File: src/design/mmpq_pkg.sv
// Shared types and constants for the min/max priority queue.
package mmpq_pkg;

  localparam int CLIENT_W     = 20;
  localparam int PRIO_W       = 24;
  localparam int OPCODE_W     = 2;
  localparam int STATUS_W     = 3;
  localparam int CAPACITY_DEF = 64;

  typedef enum logic [OPCODE_W-1:0] {
    OP_INSERT  = 2'd0,
    OP_POP_MAX = 2'd1,
    OP_POP_MIN = 2'd2,
    OP_NONE    = 2'd3
  } opcode_t;

  typedef enum logic [STATUS_W-1:0] {
    ST_POPPED    = 3'd0,
    ST_EMPTY     = 3'd1,
    ST_INSERTED  = 3'd2,
    ST_FULL      = 3'd3,
    ST_DUPLICATE = 3'd4
  } status_t;

  typedef struct packed {
    logic [CLIENT_W-1:0] client;
    logic [PRIO_W-1:0]   prio;
  } entry_t;

  typedef struct packed {
    logic ins;
    logic pop_min;
  } cell_cmd_t;

endpackage

File: src/design/mmpq_cell.sv
// One sorted slot of the queue: compares the broadcast key and shifts with its neighbours.
module mmpq_cell (
  input  logic                clk,
  input  mmpq_pkg::cell_cmd_t cmd,
  input  mmpq_pkg::entry_t    new_entry,
  input  logic                occ,
  input  logic                left_ge,
  input  mmpq_pkg::entry_t    left_entry,
  input  mmpq_pkg::entry_t    right_entry,
  output logic                ge,
  output logic                eq,
  output mmpq_pkg::entry_t    entry
);
  import mmpq_pkg::*;

  entry_t entry_r;
  entry_t entry_nxt;

  assign ge    = !occ || (entry_r.prio > new_entry.prio);
  assign eq    = occ && (entry_r.prio == new_entry.prio);
  assign entry = entry_r;

  always_comb begin
    entry_nxt = entry_r;
    if (cmd.ins && ge) begin
      entry_nxt = left_ge ? left_entry : new_entry;
    end else if (cmd.pop_min) begin
      entry_nxt = right_entry;
    end
  end

  always_ff @(posedge clk) begin
    entry_r <= entry_nxt;
  end

endmodule
File: config.mk
export PLATFORM = sky130hd
export DESIGN_NAME = mmpq_cell
export DESIGN_NICKNAME = d
export VERILOG_FILES = /design/src/design/mmpq_pkg.sv /design/src/design/mmpq_cell.sv
export SDC_FILE = /design/constraint.sdc
export NUM_CORES = 1
export LEC_CHECK = 0
export BUFFER_PORTS_ARGS = -buffer_cell sky130_fd_sc_hd__buf_2
export CORE_UTILIZATION = 44
export DETAILED_ROUTE_END_ITERATION = 8
export PLACE_DENSITY = 0.84
export SLEW_MARGIN = 20
export SYNTH_ARGS = -nofsm -noshare
export SYNTH_HDL_FRONTEND = slang
export SYNTH_SLANG_ARGS = --single-unit
File: constraint.sdc
create_clock -name clk -period 3.98 [get_ports clk]
set_input_delay 0.398 -clock clk [delete_from_list [all_inputs] [get_ports clk]]
set_output_delay 0.398 -clock clk [all_outputs]
set_load 0.05 [all_outputs]
==> results of run 1 <==
## layout make-up
type / count / area (um^2) / share of cell area [%]
Timing Repair Buffer: 185 / 948 / 23.3
Antenna cell: 1 / 2.50 / 0.0614
Inverter: 25 / 93.8 / 2.30
Multi-Input combinational cell: 179 / 1500 / 36.9
Clock buffer: 5 / 68.8 / 1.69
Tap cell: 77 / 96.3 / 2.36
Clock inverter: 3 / 42.5 / 1.04
Sequential cell: 44 / 1320 / 32.4
## cells in the mapped netlist, drive strengths merged
| cell | count |
|---|---|
| a221oi | 1 |
| nor2b | 1 |
| clkbuf | 6 |
| or2 | 1 |
| nor2 | 4 |
| inv | 25 |
| nand2b | 1 |
| o211ai | 1 |
| o211a | 1 |
| a211oi | 1 |
| mux2 | 65 |
| nand4 | 7 |
| edfxtp | 44 |
| nand3 | 3 |
| ha | 24 |
| buf | 5 |
| o31ai | 1 |
| and4 | 1 |
| nand3b | 1 |
| a21boi | 1 |
| nor4 | 1 |
| nand2 | 27 |
| and3 | 1 |
| o21ai | 25 |
| a21oi | 11 |
## worst max-delay path, cell delays in order (launching register included)
cell and delay [ns]:
edfxtp_1 0.40, ha_1 0.33, nand4_1 0.16, nor4_2 0.38, o31ai_1 0.21, a211oi_4 0.29
or2_2 0.49, buf_12 0.26
## how the worst min path moves through the flow
stage | from | end | slack (ns) | depth (start not counted)
finish | right_entry[22] | entry[22] | 0.38 | 2
global route | right_entry[5] | entry[5] | 0.38 | 2
CTS | right_entry[5] | entry[5] | 0.38 | 2
detailed placement | right_entry[5] | entry[5] | 0.69 | 2
global placement | right_entry[5] | entry[5] | 0.68 | 2
floorplan | right_entry[21] | entry[21] | 0.60 | 1
## kinds of logic (layout without fill, tap and decap cells)
kind of cell             Yosys count  count (layout)  share of synthesized area [%]
other                              0               1                              0
multiplexers                      65              65                           24.5
buffers and inverters             36             218                           5.53
adder cells (fa/ha/maj)           24              24                           10.0
AO/OA/AOI/OAI                     42              42                           8.08
flip-flops                        44              44                           44.2
AND/OR/NAND/NOR                   48              48                           7.66
## routing by layer
| layer | vias up | GRT usage, % | wire length (um) |
|---|---|---|---|
| met3 | 15 | 5.70 | 625 |
| met1 | 1226 | 24.5 | 2900 |
| li1 | 1314 | - | - |
| met2 | 117 | 41.7 | 4120 |
| met5 | - | 0 | 13 |
| met4 | 2 | 8.47 | 155 |
## stage by stage
step	util [%]	total power (uW)	cells
2_1_floorplan	-	1010	259
3_3_place_gp	61.3	1160	510
3_5_place_dp	61.3	1170	510
4_1_cts	63.0	1520	518
5_1_grt	63.1	1580	519
6_report	63.1	1510	519
## power groups by stage
stage               Combinational (uW)  Sequential (uW)  Clock, uW
finish                             556              605        349
floorplan                          198              810          0
detailed placement                 558              616          0
global route                       595              612        374
CTS                                560              606        356
global placement                   547              613          0
## placed cells by master, fill, tap and decap left out, types with 3 or more instances in the layout
cell,instances
nand3_1,3
nor2_1,4
edfxtp_1,44
a21oi_1,11
mux2_2,56
mux2_1,9
buf_4,3
ha_1,24
nand4_1,7
o21ai_0,25
nand2_1,27
inv_1,25
buf_2,181
clkbuf_8,5
==> impl_metrics.csv, run 1 <==
group,metric,value,unit
timing,hold_ws,0.378,ns
yosys,ys_warn_count,0,
floorplan,die_area,0.00713,mm^2
layout,fin_area,0.00408,mm^2
critical_path,worstPathRequired,3.98,ns
critical_path,crit_path_start,"entry[22]",
run_status,violations,"design-rule violations",
route,wl,7820,um
power_and_ir_drop,p_sw_share,36.1,%
timing,hold_viol,0,
yosys,ys_seq_area_share,44.2,%
route,first_pass_iters,7,
critical_path,reg2reg_slack,1.14,ns
critical_path,arrival,2.84,ns
global_routing,grt_max_degree,68,
route,first_iter_violations,73,
job,maxCapViolCount,0,
placement,place_area,0.00396,mm^2
timing,rsz0062_at_grt,"false",
power_and_ir_drop,ir_worst_vdd,192,uV
critical_path,crit_type,"flop to flop",
clock_network,cts_max_level,2,
placement,port_buffers,182,
yosys,yosys.area.top_type_share,44.2,%
clock_network,ctsHoldBuffers,0,
critical_path,reg2reg_to,"entry[5]",
layout,area_growth,36.4,%
timing,slew_headroom,56.9,%
critical_path,r2r_cells,7,
placement,gp_congestion,0.781,
layout,drive_above_1_share,57.1,%
power_and_ir_drop,clockPowerShare,23.1,%
route,post-route-drc-count,9,
route,wl_per_cell,15.1,um
clock_network,post-cts-setup-buffers,0,
power_and_ir_drop,power.internal,965,uW
yosys,synthCells,259,
timing,final.setup.tns,0,ns
floorplan,die_h,84.4,um
timing,fin_crit,2.84,ns
yosys,yosysTopAreaCell,"edfxtp_1",
global_routing,grt_pass1_vias,2746,
critical_path,end_kind,"flop",
run_status,status,"finished, violations left",
floorplan,die_x,84.4,um
power_and_ir_drop,power_switching,545,uW
yosys,yosys-top-cells-area,"edfxtp_1 44%, mux2_2 21%, ha_1 10%, o21ai_0 4.2%, mux2_1 3.4%",
critical_path,r2r-start,"entry[22]",
clock_network,cts_buffers,5,
floorplan,core_area,0.00646,mm^2
timing,skew,0.00849,ns
yosys,syn_nets,420,
power_and_ir_drop,seq_power_share,40.0,%
power_and_ir_drop,combPwrFrac,36.8,%
clock_network,cts_resized,0,
yosys,netlist_area,0.00299,mm^2
global_routing,antenna_found_initial,2,
route,vias_per_cell,5.15,
clock_network,root_buffer,"clkbuf_8",
timing,drv_slew,0,
layout,largest_reg_flops,44,
critical_path,endpoint,"entry[5]",
placement,place_hpwl,6220,um
clock_network,clk_pin_slew,0.09,ns
floorplan,num_rows,29,
floorplan,initial_core_util,46.3,%
worst_hold_path,hold_path_class,"input pin to flop",
timing,max_freq,0.352,GHz
route,ant_nets,0,
power_and_ir_drop,p_per_area,370,mW/mm^2
timing,tightest_slew,0.647,ns
clock_network,clk_latency,0.30,ns
critical_path,startpoint_type,"flop",
global_routing,grt_overflow,0,
yosys,ys_ff_latch,44,
critical_path,crit_fanout,25,
route,vias,2674,
placement,place_ws,1.02,ns
layout,nNetsFinal,601,
timing,worst_slack,1.14,ns
power_and_ir_drop,leakagePower,0.00197,uW
clock_network,cts.sinks,44,
global_routing,grt_pass1_wl,12400,um
timing,setup_viol,0,
layout,fillers,531,
yosys,syn_area_per_cell,11.5,um^2
floorplan,num_io_pins,183,
yosys,synth_cell_types,27,
clock_network,clock_path_buffers,2,
timing,min_period_over_period,71.3,%
clock_network,cts_tree,"done",
global_routing,track_usage,22.4,%
(Power assumes the default switching activity.)
==> run 2: changes to the inputs <==
- CORE_UTILIZATION: 44 -> 40
- PLACE_DENSITY: 0.84 -> 0.8
- clock period: 3.98 -> 2.4 ns (I/O delays scaled with it)
==> run 2 against run 1 <==
Net effect:
- the flow finishes with violations (negative setup slack)
- core utilization decreased by 1.0 points
- routed wire length increased by 3.8%
- first-iteration DRC count increased by 79%
- clock power increased by 32%
- sequential share of layout area decreased by 3.1 points
- combinational power increased by 94%
- clock skew decreased by 0.0012 ns
- register-to-register slack got worse by 1.4 ns
- global-route usage decreased by 2.6 points
==> impl_metrics.csv, run 2 (synthesis gave the netlist of run 1 again) <==
group,metric,value,unit
floorplan,num_rows,31,
layout,fillers,619,
route,wl_per_cell,14.4,um
critical_path,worstPathRequired,2.45,ns
floorplan,initial_core_util,41.2,%
timing,hold_viol,0,
placement,placed_cells_incl_taps,550,
critical_path,path_cells,"ha_1 > nand4_1 > buf_4 > nor4_4 > o31ai_4 > a211oi_4 > buf_6 > buf_12 > mux2_2",
power_and_ir_drop,clockPowerShare,18.0,%
timing,tightest_slew,0.842,ns
layout,finalNonFillerCells,562,
route,vias,2749,
critical_path,arrival,2.70,ns
run_status,status,"finished, violations left",
power_and_ir_drop,leakagePower,0.00224,uW
timing,fin_crit,2.65,ns
critical_path,end_kind,"flop",
global_routing,grt_max_degree,45,
clock_network,cts.sinks,44,
clock_network,root_buffer,"clkbuf_8",
route,vias_per_cell,4.89,
placement,port_buffers,182,
power_and_ir_drop,p_per_area,564,mW/mm^2
global_routing,grt_pass1_wl,11700,um
clock_network,ctsHoldBuffers,0,
layout,area_growth,50.7,%
timing,skew,0.00730,ns
global_routing,grt_pass1_vias,2681,
timing,drv_slew,0,
route,post-route-drc-count,0,
timing,worst_slack,-0.247,ns
layout,most-common-layout-cells,"180 x buf_2, 44 x edfxtp_1, 33 x mux2_4",
power_and_ir_drop,power_switching,931,uW
layout,final_common_cell,"buf_2",
layout,largest_reg_flops,44,
timing,rsz0062_at_grt,"true",
floorplan,core_area,0.00725,mm^2
clock_network,clock_path_buffers,2,
floorplan,die_x,88.4,um
floorplan,die_h,88.4,um
critical_path,startpoint_type,"flop",
layout,drive_above_1_share,61.1,%
critical_path,crit_fanout,9,
layout,diodes,0,
timing,setup_viol,89,
floorplan,num_io_pins,183,
route,first_iter_violations,131,
timing,max_freq,0.378,GHz
critical_path,crit_type,"flop to flop",
route,first_pass_iters,4,
clock_network,cts_max_level,2,
timing,slew_headroom,43.9,%
placement,place_hpwl,6540,um
route,ant_nets,0,
layout,nNetsFinal,623,
clock_network,clk_latency,0.30,ns
clock_network,clk_pin_slew,0.08,ns
worst_hold_path,hold_path_class,"input pin to flop",
power_and_ir_drop,combPwrFrac,42.3,%
power_and_ir_drop,power.internal,1610,uW
power_and_ir_drop,p_sw_share,36.6,%
route,wl,8120,um
clock_network,cts_tree,"done",
floorplan,die_area,0.00782,mm^2
power_and_ir_drop,total_power,2540,uW
clock_network,cts_buffers,5,
critical_path,slowest_delay,0.41,ns
global_routing,antenna_found_initial,0,
power_and_ir_drop,seq_power_share,39.6,%
critical_path,critPathSlowestCell,"edfxtp_1",
global_routing,track_usage,19.7,%
job,maxCapViolCount,0,
placement,gp_congestion,0.783,
run_status,violations,"negative setup slack",
power_and_ir_drop,ir_worst_vdd,361,uV
global_routing,grt_overflow,0,
timing,min_period_over_period,110,%
==> run 2: cell count changes in the layout (fill, tap and decap cells not counted), sizes merged <==
cell      previous run  this run
clkinv               1         3
buf                185       205
clkbuf               5         7
bufinv               1         0
diode                1         0
clkinvlp             1         0
==> run 2: worst paths after layout <==
check             depth (start not counted)  slack, ns       startpoint         to
setup / recovery                          9      -0.25        entry[23]  entry[35]
hold / removal                            2       0.23  right_entry[42]  entry[42]
setup reg to reg                          9      -0.25        entry[23]  entry[35]
hold reg to reg                           7       1.39        entry[16]  entry[42]
==> run 2: critical path, delay by kind of cell, from the launching register on <==
family          cells  cell delay (ns)
simple gates        2             0.45
compound gates      2             0.40
buf+inv             3             0.49
fa+ha+maj           1             0.31
mux                 1             0.33
flops               1             0.41
==> run 2: through the flow <==
stage                     setup TNS [ns]  cell area [um^2]  hold WS [ns]  setup slack [ns]  util, %
final                             -16.23              4500         0.229            -0.247     62.1
after global placement            -12.82              4310         0.527            -0.206     59.4
after CTS                         -12.93              4410         0.223            -0.216     60.8
after floorplan                   -43.15              3130         0.441            -0.594        -
after global routing              -27.12              4500         0.220            -0.373     62.1
after detailed placement          -15.86              4310         0.528            -0.248     59.4
==> run 2: metal layers <==
metal / wire length [um] / track usage [%] / vias to the layer above
met4: 56 / 5.57 / 0
met1: 3050 / 21.2 / 1282
li1: - / - / 1354
met3: 564 / 4.94 / 4
met5: 0 / 0 / -
met2: 4450 / 38.0 / 109
==> run 2: repair_timing <==
action	4_1_cts	5_1_grt
cloned	0	1
resized for setup	3	11
setup buffers	1	2
pin swaps	1	2
setup endpoints to repair	89	90
==> run 2: area by class of cell <==
cell class	instances	area, um^2	area share, %
sequential	44	1320	29.3
clock buffer	5	68.8	1.53
inverter	25	93.8	2.08
tap	99	124	2.75
clock inverter	3	13.8	0.306
timing repair buffer	207	1190	26.5
multi-input combinational	179	1690	37.5
==> run 2: power by group through the flow <==
stage	Clock (uW)	Sequential (uW)	Combinational (uW)
final	459	1010	1080
after global routing	504	1020	1150
after CTS	466	1010	1050
after detailed placement	0	1030	1040
after global placement	0	1020	1020
after floorplan	0	1350	383
==> run 3: changes to the inputs <==
- TNS_END_PERCENT: not set -> 1
==> run 3 against run 2 <==
Net effect:
- the run still ends with negative setup slack left
- power shrank 5.1%
- largest cell class unchanged
- clock skew shrank 0.0025 ns
- highest routed layer unchanged
- first-iteration DRC count shrank 36%
- sequential share of layout area grew 2.0 points
- via count shrank 2.9%
- core utilization shrank 3.9 points
- clock power shrank 4.4%
- die area is the same
- worst hold slack lost 0.0015 ns
==> impl_metrics.csv, run 3 (synthesis gave the netlist of run 1 again) <==
group,metric,value,unit
run_status,status,"finished, violations left",
run_status,violations,"negative setup slack",
timing,min_period_over_period,110,%
global_routing,groute.layer.met1.usage,19.5,%
layout,nNetsFinal,613,
critical_path,worstPathRequired,2.40,ns
route,first_pass_iters,4,
timing,final.setup.tns,-19.70,ns
timing,fin_crit,2.65,ns
timing,slew_headroom,54.4,%
layout,area_growth,41.3,%
clock_network,cts_tree,"done",
critical_path,end_kind,"flop",
clock_network,cts_max_level,2,
worst_hold_path,hold_path_class,"input pin to flop",
global_routing,busiest_layer,"met2",
power_and_ir_drop,ir_worst_vdd,370,uV
route,wl_per_cell,13.7,um
power_and_ir_drop,leakagePower,0.00203,uW
global_routing,grt_pass1_vias,2599,
critical_path,crit_fanout,23,
job,maxCapViolCount,0,
global_routing,antenna_found_initial,0,
worst_hold_path,min_from,"right_entry[39]",
clock_network,cts.sinks,44,
timing,hold_viol,0,
placement,place_area,0.00412,mm^2
critical_path,arrival,2.65,ns
floorplan,num_io_pins,183,
critical_path,r2r-start,"entry[11]",
timing,worst_slack,-0.250,ns
floorplan,core_area,0.00725,mm^2
layout,drive_above_1_share,58.6,%
timing,drv_slew,0,
route,post-route-drc-count,0,
timing,skew,0.00484,ns
global_routing,use_met2,38.7,%
clock_network,clk_latency,0.29,ns
layout,final_util,58.2,%
layout,fillers,636,
layout,most-common-layout-cells,"180 x buf_2, 56 x mux2_2, 44 x edfxtp_1",
floorplan,die_x,88.4,um
timing,max_freq,0.377,GHz
placement,place_hpwl,6270,um
timing,setup_viol,88,
clock_network,ctsHoldBuffers,0,
placement,port_buffers,182,
route,vias_per_cell,4.84,
layout,diodes,0,
critical_path,startpoint_type,"flop",
route,ant_nets,0,
critical_path,crit_type,"flop to flop",
route,vias,2669,
floorplan,die_h,88.4,um
global_routing,grt_pass1_wl,11500,um
placement,gp_congestion,0.770,
power_and_ir_drop,p_per_area,571,mW/mm^2
floorplan,die_area,0.00782,mm^2
global_routing,track_usage,19.6,%
layout,final_common_cell,"buf_2",
timing,tightest_slew,0.684,ns
floorplan,initial_core_util,41.2,%
route,wl,7570,um
global_routing,grt_overflow,0,
clock_network,clk_pin_slew,0.08,ns
critical_path,crit_path_start,"entry[11]",
clock_network,clock_path_buffers,2,
global_routing,grt_use_met3,5.41,%
layout,largest_reg_flops,44,
layout,fin_area,0.00422,mm^2
global_routing,grt_max_degree,36,
clock_network,root_buffer,"clkbuf_8",
timing,rsz0062_at_grt,"true",
floorplan,num_rows,31,
route,first_iter_violations,84,
clock_network,cts_buffers,5,
==> run 3: cell types whose count changed in the layout (fill, tap and decap cells not counted), moves of 2 or more <==
cell and delta:
clkinv_2 -2, buf_6 -4, mux2_4 -33, mux2_2 +27, buf_12 -2, buf_4 -3, mux2_1 +6
==> run 3: worst paths after layout <==
path | endpoint | depth (start not counted) | slack [ns]
worst max-delay path | entry[8] | 8 | -0.25
worst min-delay path | entry[39] | 2 | 0.23
worst max register to register | entry[8] | 8 | -0.25
worst min register to register | entry[39] | 5 | 1.42
==> run 3: layout make-up <==
cell class              instances  area, um^2  area share (%)
multi-input cells             179        1550            36.6
flip-flops and latches         44        1320            31.3
repair buffers                197        1060            25.1
well taps                      99         124            2.93
inverters                      25        93.8            2.22
clock buffers                   5        68.8            1.63
clock inverters                 2        7.51           0.178
==> run 3: worst max-delay path, stage by stage, from the launching register on <==
cell	delay (ns)
edfxtp_1	0.43
ha_4	0.30
nand4_1	0.21
nor4_4	0.37
o31ai_2	0.15
a211oi_4	0.30
buf_6	0.23
or2_4	0.18
buf_12	0.17
==> run 3: power breakdown <==
part | internal, uW | switching [uW]
sequential | 966 | 39.1
clock | 193 | 247
combinational | 365 | 603
total | 1520 | 889
==> run 3: timing repair <==
action	CTS	global route
pin swaps	2	0
setup endpoints to repair	89	90
resized for setup	5	1
buffers inserted	1	0
==> run 3: stage by stage <==
stage                     hold slack [ns]  total power (uW)  instances  worst slack [ns]
final                               0.227              2410        551            -0.250
after global routing                0.223              2550        551            -0.388
after CTS                           0.222              2440        551            -0.273
after detailed placement            0.529              1990        543            -0.339
after global placement              0.524              1960        543            -0.213
after floorplan                     0.441              1680        259            -0.594
==> run 3: per-layer routing <==
metal,share of wire (%),up-vias
met2,55,113
li1,-,1333
met1,37,1213
met3,6.6,10
met4,1.5,0
met5,0,-
